===== config.mk =====
export PLATFORM = sky130hd
export DESIGN_NAME = swmf_cell
export DESIGN_NICKNAME = d
export VERILOG_FILES = /design/src/rtl/swmf_pkg.sv /design/src/rtl/swmf_cell.sv
export SDC_FILE = /design/constraint.sdc
export NUM_CORES = 1
export LEC_CHECK = 0
export ABC_AREA = 0
export BUFFER_PORTS_ARGS = -buffer_cell sky130_fd_sc_hd__buf_4
export CELL_PAD_IN_SITES_DETAIL_PLACEMENT = 1
export CELL_PAD_IN_SITES_GLOBAL_PLACEMENT = 1
export CORE_MARGIN = 2
export CORE_UTILIZATION = 36
export DETAILED_ROUTE_END_ITERATION = 10
export PLACE_DENSITY_LB_ADDON = 0.3
export SYNTH_ARGS = -nofsm -noshare
export SYNTH_HDL_FRONTEND = slang
export SYNTH_SLANG_ARGS = --single-unit

===== constraint.sdc =====
create_clock -name clk -period 3.2 [get_ports clk]
set_input_delay 0.16 -clock clk [delete_from_list [all_inputs] [get_ports clk]]
set_output_delay 0.16 -clock clk [all_outputs]
set_load 0.005 [all_outputs]

===== src/rtl/swmf_pkg.sv =====
// Shared types, sizes and operation codes for the sliding window median filter.
// No dependencies; used by swmf_cell and sliding_window_median_filter_unit.
`default_nettype none

package swmf_pkg;

    // Sizes
    localparam int MAX_HALF_WINDOW = 16;
    localparam int SAMPLE_BITS     = 24;
    localparam int SLOTS           = 2 * MAX_HALF_WINDOW + 1;
    localparam int IDX_W           = $clog2(SLOTS + 1);
    localparam int AGE_W           = 6;
    localparam int HALF_W          = 5;
    localparam int HALF_RESET      = 2;

    typedef logic signed [SAMPLE_BITS-1:0] sample_t;
    typedef logic [IDX_W-1:0]              idx_t;
    typedef logic [AGE_W-1:0]              age_t;
    typedef logic [HALF_W-1:0]             half_t;
    typedef logic [1:0]                    op_t;

    localparam age_t AGE_MAX = '1;

    // Operation broadcast to every cell
    localparam op_t OP_IDLE   = 2'd0;
    localparam op_t OP_FILTER = 2'd1;
    localparam op_t OP_PRIME  = 2'd2;
    localparam op_t OP_INIT   = 2'd3;

    // Broadcast control: operation, new sample and index of the last window slot
    typedef struct packed {
        op_t     op;
        sample_t sample;
        idx_t    last_idx;
    } ctrl_t;

    // Handed from cell j to cell j+1: compacted entry, insert flag, eviction seen
    typedef struct packed {
        sample_t val;
        age_t    age;
        logic    gt;
        logic    seen;
    } link_t;

endpackage

`default_nettype wire


===== src/rtl/swmf_cell.sv =====
// One slot of the sorted window: holds a sample and its age, and on each update
// evicts, compacts and inserts using only its two neighbours. Depends on swmf_pkg.
`default_nettype none

module swmf_cell (
    input  wire logic            clk,
    input  wire swmf_pkg::ctrl_t ctrl,
    input  wire swmf_pkg::idx_t  slot_idx,
    input  wire swmf_pkg::sample_t up_val,
    input  wire swmf_pkg::age_t  up_age,
    input  wire swmf_pkg::link_t lo_link,
    output swmf_pkg::link_t      link,
    output swmf_pkg::sample_t    val,
    output swmf_pkg::age_t       age,
    output logic                 evict
);
    import swmf_pkg::*;

    sample_t val_reg, val_next;
    age_t    age_reg, age_next;
    logic    active, is_last, seen, gt;
    sample_t c_val;
    age_t    c_age, c_age_inc;

    // Slot position within the current window
    assign active  = (slot_idx <= ctrl.last_idx);
    assign is_last = (slot_idx == ctrl.last_idx);

    // Oldest sample has age equal to window length minus one
    assign evict = active && (age_reg == age_t'(ctrl.last_idx));
    assign seen  = lo_link.seen | evict;

    // Entry of this slot once the oldest one has been removed, aged by one
    assign c_val     = seen ? up_val : val_reg;
    assign c_age     = seen ? up_age : age_reg;
    assign c_age_inc = (c_age == AGE_MAX) ? c_age : c_age + age_t'(1);

    // New sample goes above this compacted entry when strictly greater or in the last slot
    assign gt = is_last || !active ||
                (seen ? ($signed(ctrl.sample) > $signed(up_val))
                      : ($signed(ctrl.sample) > $signed(val_reg)));

    assign link = '{val: c_val, age: c_age_inc, gt: gt, seen: seen};

    // Next slot contents
    always_comb
    begin
        val_next = val_reg;
        age_next = age_reg;
        case (ctrl.op)
            OP_FILTER:
            begin
                if (active)
                begin
                    if (lo_link.gt)
                    begin
                        val_next = lo_link.val;
                        age_next = lo_link.age;
                    end
                    else if (gt)
                    begin
                        val_next = ctrl.sample;
                        age_next = '0;
                    end
                    else
                    begin
                        val_next = c_val;
                        age_next = c_age_inc;
                    end
                end
            end
            OP_PRIME, OP_INIT:
            begin
                if (active)
                begin
                    val_next = (ctrl.op == OP_PRIME) ? ctrl.sample : '0;
                    age_next = age_t'(ctrl.last_idx - slot_idx);
                end
                else
                begin
                    val_next = '0;
                    age_next = '0;
                end
            end
            default:
            begin
                val_next = val_reg;
                age_next = age_reg;
            end
        endcase
    end

    always_ff @(posedge clk)
    begin
        val_reg <= val_next;
        age_reg <= age_next;
    end

    assign val = val_reg;
    assign age = age_reg;

endmodule

`default_nettype wire


---- Word level (Yosys, flattened, before mapping) ----
Index checks and enable logic that the tools add are counted.
Widths: inputs -> output; s select.
operators by class
  add/subtract/negate cells ............... 2
  order comparisons ....................... 3
  equality and inequality tests ........... 7
  mux-type cells .......................... 15
  bitwise logic cells ..................... 1
  reduce and logical (&&, ||, !) cells .... 7
operator list
  kind                 count
  $mux 24              6
  $gt 24x24->1         2
  $pmux 24 s2          1
  $mux 6               6
  $eq 6x6->1           2
  $pmux 6 s2           1
  $add 6x1->6 const B  1
  $eq 6x6->1 const B   1
  $le 6x6->1           1
  $sub 6x6->6          1
  $eq 2x2->1 const B   2
  $eq 2x1->1 const B   1
  $logic_or 1x1->1     2
  $ne 2x2->1 const B   1
  $reduce_and 2->1     1
  $reduce_bool 2->1    1
  $reduce_or 2->1      1
  $logic_and 1x1->1    1
  $logic_not 1->1      1
  $mux 1               1
  $or 1x1->1           1
storage, ports and cells
  bits in registers ....................... 30
  input bits .............................. 101
  output and inout port bits .............. 63
  word-level logic and storage cells ...... 37

---- Depth between registers and ports, before layout ----
Gate-level depths: netlist (run 1).
  depth in word-level cells ............... 10
  depth in mapped cells ................... 13
  gate-level depth less buffers ........... 12

---- Least setup slack after synthesis (run 1) ----
Ideal clock, no wire load.
  path type ............................... input-to-reg
  from .................................... in ctrl[0] (netlist bit)
  to ...................................... reg age_reg[5] (netlist: age[5]) (data pin)
  library setup time ...................... 0.255 ns
  data arrival time ....................... 2.537 ns
  required time ........................... 2.945 ns
  setup slack ............................. 0.408 ns
  stages .................................. 12
  path buffers ............................ 1
  path through ............................ inv_1 ha_1 inv_1 fa_1 a211oi_2 o21bai_1 a211o_1 a21oi_4 buf_4 inv_2 o31a_1 a31o_1
RTL lines
  item                  line             source
  start, declared       swmf_cell.sv:7   input wire swmf_pkg::ctrl_t ctrl,
  end signal, assigned  swmf_cell.sv:96  age_reg <= age_next;
  end, declared         swmf_cell.sv:20  age_t age_reg, age_next;

==> results of run 1 <==
[worst max-delay path, delay by kind of cell (launching register included)]
kind / cells / cell delay (ns)
AND/OR/NAND/NOR: 5 / 1.20
buffers and inverters: 4 / 0.47
flip-flops: 1 / 0.37
adder cells (fa/ha/maj): 1 / 0.30
AO/OA/AOI/OAI: 1 / 0.29
[final timing paths]
kind	start	end	slack, ns	cells after the start
setup / recovery	val[9]	link[1]	0.13	11
hold / removal	lo_link[2]	age[0]	0.20	3
setup reg to reg	val[9]	val[3]	0.20	10
hold reg to reg	val[0]	val[0]	0.86	3
[routing by layer]
| layer | wire, um | track usage | up-vias |
|---|---|---|---|
| met3 | 963 | 0.03428 | 21 |
| met4 | 258 | 0.06992 | 0 |
| met1 | 6647 | 0.3051 | 2267 |
| met2 | 8044 | 0.4323 | 175 |
| met5 | 0 | 0 | - |
| li1 | - | - | 2226 |
[final cells by class]
cell class                      count  area, um^2  area share
Tap cell                          143       178.9     0.03003
Sequential cell                    30       900.9      0.1512
Multi-Input combinational cell    369        2994      0.5025
Timing Repair Buffer              187        1429      0.2398
Inverter                           87       326.6     0.05481
Clock inverter                      1       3.754   0.0006300
Clock buffer                        5       125.1     0.02100
[synth_stat cells (all sizes together), types with 4 or more instances]
| cell type | instances | area (um^2) |
|---|---|---|
| buf | 12 | 98.84 |
| nor2 | 15 | 56.30 |
| nand2 | 50 | 187.7 |
| nand3 | 8 | 40.04 |
| inv | 87 | 326.6 |
| mux2i | 28 | 280.3 |
| a21oi | 51 | 266.5 |
| clkbuf | 13 | 48.80 |
| nor3 | 4 | 42.54 |
| o21ai | 16 | 80.07 |
| nand4 | 14 | 100.1 |
| o211ai | 26 | 270.3 |
| edfxtp | 30 | 900.9 |
| ha | 54 | 675.7 |
| xnor2 | 4 | 35.03 |
| a211oi | 5 | 47.54 |
| a22oi | 27 | 202.7 |
| o311ai | 24 | 217.7 |
[repair_timing]
action                     CTS  global route
resized for setup            1             8
setup buffers                0             7
hold buffers                 0             0
setup endpoints to repair    1            12
pin swaps                    0             5
[through the flow]
stage          cells  worst slack, ns  area [um^2]
2_1_floorplan    511           0.4080         4284
3_3_place_gp     809         -0.04519         5694
3_5_place_dp     809         -0.03057         5694
4_1_cts          815        0.0001397         5832
5_1_grt          822         -0.03278         5958
6_report         822           0.1276         5958
[kinds of logic (layout without fill, tap and decap cells)]
group,after synthesis,in the layout,share of synthesized area
and+or+nand+nor,106,106,0.1282
AOI/OAI and AO/OA,170,170,0.3008
adders and majority gates,55,55,0.1624
xor gates and xnor gates,7,7,0.01431
DFF,30,30,0.2103
muxes,31,31,0.07331
buffers and inverters,112,280,0.1107
[report_power, final]
group | internal, mW | total [mW] | switching, mW
sequential | 0.504 | 0.551 | 0.0471
clock | 0.277 | 0.447 | 0.171
combinational | 0.472 | 0.991 | 0.518
==> flow_metrics.py, run 1 <==
metrics = {
    "status": {
        "status": "finished, violations left",
        "violations": "design-rule violations",
    },
    "setup_path": {
        "critPathMaxFanout": 15,
        "startpoint_type": "flop",
        "worstPathArrival_ns": 2.91,
        "slowest_delay_ns": 0.40,
        "path_cells": "inv_1 > ha_1 > nand4_1 > nor4_4 > nand2_1 > or3_4 > a41o_4 > nor3_4 > inv_2 > buf_12 > buf_4",
        "endpoint_kind": "primary output",
        "cp_slowest_cell": "or3_4",
        "criticalPathCategory": "flop to primary output",
        "crit_required_ns": 3.04,
    },
    "clock_network": {
        "cts_root_buf": "clkbuf_16",
        "clockBufferDepth": 2,
        "htreeDepth": 2,
        "cts_made_buffers": 5,
        "clk_pin_slew_ns": 0.05,
        "clock_sinks": 30,
        "insertion_delay_ns": 0.28,
        "cts_tree": "yes",
    },
    "floorplanning": {
        "num_rows": 39,
        "core_mm2": 0.01152,
        "die_w_um": 113.1,
        "io_pins": 164,
        "dieArea_mm2": 0.01279,
        "die_h_um": 113.1,
        "start_util": 0.3720,
    },
    "logic_synthesis": {
        "syn_area_mm2": 0.004284,
        "syn_nets": 667,
        "syn_inst": 511,
        "synth_edf_count": 30,
        "synth_ff_type": "edfxtp_1",
        "synthArstFlopShare": 0,
        "seq_area_frac_synth": 0.2103,
        "yosys.cell_types.count": 56,
        "avgSynthCellArea_um2": 8.384,
        "ys_seq_elements": 30,
        "yosys_warnings": 0,
    },
    "final_layout": {
        "largest_register_ffs": 24,
        "nNetsFinal": 836,
        "area_delta_synth_final_pct": 39.08,
        "layout_common_cells": "185 x buf_4, 85 x inv_1, 50 x nand2_1, 50 x a21oi_1, 50 x ha_1",
        "n_fill_cell": 1437,
        "n_antenna_cell": 0,
        "post-route-util": 0.5174,
        "final_layout_size_suffix_gt1_frac": 0.3432,
        "final_common_cell": "buf_4",
    },
    "route": {
        "vias": 4689,
        "drt_iter0_drc": 249,
        "drc": 11,
        "postRouteAntennaNets": 0,
        "wire_per_inst_um": 19.36,
        "vias_per_cell": 5.704,
        "wl_um": 15910,
        "drt_first_pass_iters": 8,
    },
    "grt": {
        "grt_usage": 0.2426,
        "grt-ovfl-total": 0,
        "grt_pass1_vias": 5085,
        "grt_max_degree": 51,
        "antenna_found_initial": 0,
        "grt_pass1_wl_um": 25010,
    },
    "sta": {
        "slew_viol_final": 0,
        "maxSlewHeadroom": 0.5888,
        "timing.fmax_mhz": 325.5,
        "period_share": 0.9601,
        "tightest_slew_ns": 0.6168,
        "setup_violations": 0,
        "layout_min_cycle_time_ns": 3.072,
        "skew_ns": 0.004452,
        "final_hold_viol_count": 0,
        "setup_tns_ns": 0,
        "holdWs_ns": 0.2049,
    },
    "min_path": {
        "hp-class": "input port to flop",
    },
    "pwr": {
        "p_leak_nw": 2.901,
        "power.density_mw_per_mm2": 333.8,
        "total_power_mw": 1.989,
        "ir_drop_mv": 0.1691,
    },
    "place": {
        "hpwl_um": 12330,
        "port_buffers": 163,
        "gp_congestion": 0.8584,
    },
    "run": {
        "maxCapViolations": 0,
    },
}
No activity file was read; power rests on OpenSTA's default activity.
==> inputs of run 2 (changes only) <==
--- a/config.mk
+++ b/config.mk
@@ -13,6 +13,7 @@
 export CORE_UTILIZATION = 36
 export DETAILED_ROUTE_END_ITERATION = 10
 export PLACE_DENSITY_LB_ADDON = 0.3
+export RECOVER_POWER = 25
 export SYNTH_ARGS = -nofsm -noshare
 export SYNTH_HDL_FRONTEND = slang
 export SYNTH_SLANG_ARGS = --single-unit
==> constraint.sdc (replaced) <==
create_clock -name clk -period 2.9 [get_ports clk]
set_input_delay 0.145 -clock clk [delete_from_list [all_inputs] [get_ports clk]]
set_output_delay 0.145 -clock clk [all_outputs]
set_load 0.005 [all_outputs]
==> run 2 against run 1 <==
  * The flow finishes with violations (design-rule violations, negative setup slack)
  * Critical path depth is 1 lower
  * Via count is 13% higher
  * Non-clock buffer count is 66 higher
  * First-iteration DRC count is 72% higher
  * Core utilization is 9.5 points higher
  * Die area stayed put
==> flow_metrics.py, run 2 (same netlist as run 1, synthesis figures left out) <==
metrics = {
    "final_layout": {
        "multi_input_area_mm2": 0.003457,
        "final_cells": 890,
        "n_antenna_cell": 0,
        "layout_common_cells": "225 x buf_4, 81 x inv_1, 50 x nand2_1, 50 x a21oi_1, 43 x ha_1",
        "ff_latch_area_um2": 900.9,
        "area_delta_synth_final_pct": 64.69,
        "n_fill_cell": 1344,
        "final_area_mm2": 0.007056,
        "nNetsFinal": 902,
        "largest_register_ffs": 24,
        "final_common_cell": "buf_4",
        "final_layout_size_suffix_gt1_frac": 0.4525,
    },
    "sta": {
        "rsz0062_at_grt": "true",
        "layout_min_cycle_time_ns": 2.955,
        "layout_setup_ws_ns": -0.05502,
        "maxSlewHeadroom": 0.5502,
        "skew_ns": 0.002460,
        "tightest_slew_ns": 0.6736,
        "timing.fmax_mhz": 338.4,
        "slew_viol_final": 0,
        "holdWs_ns": 0.1883,
        "final_hold_viol_count": 0,
        "period_share": 1.019,
        "setup_violations": 8,
    },
    "place": {
        "dpl-instance-area_mm2": 0.006160,
        "hpwl_um": 13670,
        "placed_cells": 861,
        "pre_cts_ws_ns": -0.3102,
        "gp_congestion": 0.9339,
        "port_buffers": 163,
    },
    "clock_network": {
        "htreeDepth": 2,
        "cts_tree": "yes",
        "cts_root_buf": "clkbuf_16",
        "cts_made_buffers": 5,
        "insertion_delay_ns": 0.29,
        "clk_pin_slew_ns": 0.06,
        "clock_sinks": 30,
        "clockBufferDepth": 2,
    },
    "route": {
        "vias": 5281,
        "drc": 11,
        "drt_iter0_drc": 428,
        "wl_um": 21120,
        "wire_per_inst_um": 23.73,
        "vias_per_cell": 5.934,
        "wl_met3_um": 1406,
        "wl_met1_um": 7995,
        "highest_layer": "met4",
        "drt_first_pass_iters": 8,
        "postRouteAntennaNets": 0,
        "wl_met2_um": 10930,
    },
    "setup_path": {
        "criticalPathCategory": "flop to flop",
        "path_cells": "inv_1 > ha_4 > a21oi_1 > nand3_1 > o21ai_0 > o2111ai_2 > a41o_4 > buf_6 > o311ai_1 > o211ai_1",
        "critPathMaxFanout": 8,
        "endpoint_kind": "flop",
        "slowest_delay_ns": 0.44,
        "crit_required_ns": 2.92,
        "worstPathArrival_ns": 2.98,
        "cp_slowest_cell": "edfxtp_1",
        "reg2reg_depth": 10,
        "startpoint_type": "flop",
    },
    "floorplanning": {
        "dieArea_mm2": 0.01279,
        "die_w_um": 113.1,
        "core_mm2": 0.01152,
        "io_pins": 164,
        "num_rows": 39,
        "die_h_um": 113.1,
        "start_util": 0.3720,
    },
    "grt": {
        "antenna_found_initial": 0,
        "grt-ovfl-total": 0,
        "grt_pass1_wl_um": 28040,
        "grt_pass1_vias": 5432,
        "grt_max_degree": 51,
        "grt_usage": 0.2747,
    },
    "min_path": {
        "hp-class": "input port to flop",
        "hold_path_depth": 3,
    },
    "status": {
        "status": "finished, violations left",
        "violations": "design-rule violations, negative setup slack",
    },
    "pwr": {
        "power.density_mw_per_mm2": 374.1,
        "ir_drop_mv": 0.2144,
        "p_leak_nw": 3.279,
        "total_power_mw": 2.640,
    },
    "run": {
        "maxCapViolations": 0,
    },
}
==> run 2: cell types whose count changed in the layout (fill, tap and decap cells not counted), sizes merged <==
cell / previous run / this run
buf: 187 / 239
clkbuf: 5 / 20
clkinv: 1 / 2
==> run 2: worst paths after layout <==
check / start / end / slack (ns)
worst max-delay path: val[15] / val[10] / -0.06
worst min-delay path: lo_link[2] / age[0] / 0.19
worst max register to register: val[15] / val[10] / -0.06
worst min register to register: val[0] / val[0] / 0.88
==> run 2: per-layer routing <==
| metal | track usage | up-vias |
|---|---|---|
| met2 | 0.5174 | 263 |
| met4 | 0.07398 | 0 |
| met1 | 0.3285 | 2584 |
| li1 | - | 2370 |
| met5 | 0 | - |
| met3 | 0.03214 | 64 |
==> run 2: critical path, delay by kind of cell (launching register included) <==
kind	cells	cell delay [ns]
buffers and inverters	2	0.32
DFF	1	0.44
adders and majority gates	1	0.22
AOI/OAI and AO/OA	6	1.56
and+or+nand+nor	1	0.13
==> run 2: where the power goes <==
part | internal (mW) | switching [mW]
logic | 0.718 | 0.770
clock network | 0.315 | 0.239
registers | 0.555 | 0.0417
==> run 2: per-stage QoR <==
step / TNS [ns] / util
6_report: -0.2125 / 0.6127
5_1_grt: -2.808 / 0.6127
4_1_cts: 0 / 0.5761
3_5_place_dp: -8.470 / 0.5349
3_3_place_gp: -4.271 / 0.5349
2_1_floorplan: 0 / -
==> run 2: area by class of cell <==
cell class | instances | area share
Sequential cell | 30 | 0.1277
Clock buffer | 6 | 0.01827
Clock inverter | 2 | 0.001241
Tap cell | 143 | 0.02536
Timing Repair Buffer | 253 | 0.2908
Inverter | 87 | 0.04664
Multi-Input combinational cell | 369 | 0.4900
==> run 2: repair_timing <==
| action | CTS | global route |
|---|---|---|
| pin swaps | 7 | 15 |
| hold buffers | 0 | 0 |
| resized for setup | 34 | 45 |
| setup buffers | 9 | 12 |
| endpoints found under the setup margin | 35 | 54 |
| endpoints found under the hold margin | 0 | 0 |
| gates cloned | 0 | 1 |
==> inputs of run 3 (changes only) <==
--- a/config.mk
+++ b/config.mk
@@ -6,14 +6,17 @@
 export NUM_CORES = 1
 export LEC_CHECK = 0
 export ABC_AREA = 0
+export ABC_CLOCK_PERIOD_IN_PS = 2900
 export BUFFER_PORTS_ARGS = -buffer_cell sky130_fd_sc_hd__buf_4
 export CELL_PAD_IN_SITES_DETAIL_PLACEMENT = 1
 export CELL_PAD_IN_SITES_GLOBAL_PLACEMENT = 1
 export CORE_MARGIN = 2
-export CORE_UTILIZATION = 36
+export CORE_UTILIZATION = 37
+export CTS_BUF_LIST = sky130_fd_sc_hd__clkbuf_8
 export DETAILED_ROUTE_END_ITERATION = 10
 export PLACE_DENSITY_LB_ADDON = 0.3
 export RECOVER_POWER = 25
 export SYNTH_ARGS = -nofsm -noshare
 export SYNTH_HDL_FRONTEND = slang
 export SYNTH_SLANG_ARGS = --single-unit
+export TNS_END_PERCENT = 20
==> run 3 against run 2 <==
  * Worst hold slack worse by 0.034 ns
  * Critical endpoint is now val[17]
  * Flip-flop and latch count did not move
  * The flow finishes with violations (negative setup slack)
  * Setup slack better by 0.023 ns
  * Design area fell by 3.5%
  * Count of clock-buffer cells in the layout decreased by 1
  * Routed wire length fell by 9.9%
==> flow_metrics.py, run 3 (same netlist as run 1, synthesis figures left out) <==
metrics = {
    "final_layout": {
        "n_antenna_cell": 0,
        "area_delta_synth_final_pct": 58.91,
        "final_common_cell": "buf_4",
        "post-route-util": 0.5988,
        "final_layout_size_suffix_gt1_frac": 0.4551,
        "layout_common_cells": "242 x buf_4, 74 x inv_1, 50 x nand2_1, 50 x a21oi_1, 41 x ha_1",
        "nNetsFinal": 913,
        "largest_register_ffs": 24,
        "n_fill_cell": 1371,
    },
    "sta": {
        "rsz0062_at_grt": "true",
        "skew_ns": 0.01023,
        "layout_setup_ws_ns": -0.03160,
        "final_hold_viol_count": 0,
        "setup_violations": 4,
        "tightest_slew_ns": 0.5982,
        "period_share": 1.011,
        "layout_min_cycle_time_ns": 2.932,
        "maxSlewHeadroom": 0.6012,
        "slew_viol_final": 0,
        "timing.fmax_mhz": 341.1,
    },
    "route": {
        "drc": 0,
        "wl_um": 19020,
        "drt_first_pass_iters": 5,
        "wire_per_inst_um": 21.11,
        "vias_per_cell": 5.744,
        "vias": 5175,
        "drt_iter0_drc": 311,
        "postRouteAntennaNets": 0,
    },
    "setup_path": {
        "critPathMaxFanout": 8,
        "cp_slowest_cell": "edfxtp_1",
        "path_cells": "inv_2 > ha_4 > nand4_1 > nor4_4 > nand2_1 > or3_4 > a41o_4 > buf_4 > o311ai_1 > o211ai_1",
        "startpoint_type": "flop",
        "crit_required_ns": 2.92,
        "slowest_delay_ns": 0.40,
        "worstPathArrival_ns": 2.95,
        "endpoint_kind": "flop",
        "criticalPathCategory": "flop to flop",
    },
    "pwr": {
        "p_leak_nw": 3.275,
        "power.density_mw_per_mm2": 348.3,
        "ir_drop_mv": 0.1740,
    },
    "clock_network": {
        "hold_buffers": 0,
        "cts_tree": "yes",
        "htreeDepth": 2,
        "clock_sinks": 30,
        "clk_pin_slew_ns": 0.07,
        "cts_made_buffers": 5,
        "insertion_delay_ns": 0.30,
        "clockBufferDepth": 2,
        "cts_root_buf": "clkbuf_8",
    },
    "floorplanning": {
        "io_pins": 164,
        "dieArea_mm2": 0.01246,
        "die_h_um": 111.6,
        "core_mm2": 0.01137,
        "die_w_um": 111.6,
        "start_util": 0.3768,
        "num_rows": 39,
    },
    "run": {
        "maxCapViolations": 0,
    },
    "place": {
        "gp_congestion": 0.8819,
        "port_buffers": 163,
        "pre_cts_ws_ns": -0.2849,
        "hpwl_um": 13430,
    },
    "grt": {
        "grt_pass1_vias": 5489,
        "grt_pass1_wl_um": 27640,
        "antenna_found_initial": 0,
        "grt_usage": 0.2754,
        "grt_max_degree": 51,
        "grt-ovfl-total": 0,
    },
    "status": {
        "violations": "negative setup slack",
        "status": "finished, violations left",
    },
    "min_path": {
        "hp-class": "input port to flop",
    },
}
run 3: changes by cell type in the layout (fill, tap and decap cells not counted), moves of 3 or more:
| cell | change |
|---|---|
| inv_1 | -7 |
| clkbuf_16 | -6 |
| buf_4 | +17 |
| inv_2 | +9 |
| mux2i_4 | -3 |
| o311ai_1 | +14 |
| o311ai_4 | -14 |
| clkbuf_4 | -5 |
| mux2i_2 | +3 |
| clkbuf_8 | +5 |
run 3: area by class of cell:
cell class | count | area (um^2) | share of cell area
clock buffers | 5 | 68.82 | 0.01011
clock inverters | 3 | 12.51 | 0.001838
inverters | 87 | 326.6 | 0.04797
multi-input cells | 369 | 3204 | 0.4707
flip-flops and latches | 30 | 900.9 | 0.1323
well taps | 143 | 178.9 | 0.02628
repair buffers | 264 | 2116 | 0.3108
run 3: worst max-delay path: cells and delay by family (launching register included):
kind                     cells  cell delay [ns]
AND/OR/NAND/NOR              4             0.90
AO/OA/AOI/OAI                3             0.79
flip-flops                   1             0.40
adder cells (fa/ha/maj)      1             0.29
buffers and inverters        2             0.26
run 3: final timing paths:
path / from / to / slack [ns] / depth (start not counted)
worst max-delay path: val[15] / val[17] / -0.03 / 10
worst min-delay path: lo_link[2] / age[0] / 0.15 / 3
worst max register to register: val[15] / val[17] / -0.03 / 10
worst min register to register: val[0] / val[0] / 0.86 / 3
run 3: power breakdown:
group          internal (mW)  switching, mW
Combinational          0.716          0.705
Sequential             0.554         0.0399
Clock                  0.162          0.194
Total                   1.43          0.939
run 3: what timing repair did:
item / CTS / global route
setup buffers: 10 / 17
endpoints found under the setup margin: 42 / 55
gates resized for setup: 17 / 40
pin swaps: 8 / 15
run 3: routing by layer:
layer / up-vias / wire length [um] / GRT usage
met3: 51 / 940 / 0.04682
met2: 224 / 9683 / 0.5000
li1: 2390 / - / -
met4: 0 / 634 / 0.08889
met5: - / 0 / 0
met1: 2510 / 7762 / 0.3305
run 3: stage by stage:
step                      area [um^2]  instances   TNS (ns)  power, mW  hold slack (ns)
final                            6808        901   -0.07645      2.371           0.1547
after CTS                        6481        884  -0.002441      2.211           0.1565
after detailed placement         6197        866     -7.707      1.798           0.4545
after global routing             6808        901     -1.222      2.488           0.1712
after floorplan                  4284        511          0      1.171           0.3505
after global placement           6197        866     -5.884      1.752           0.4640
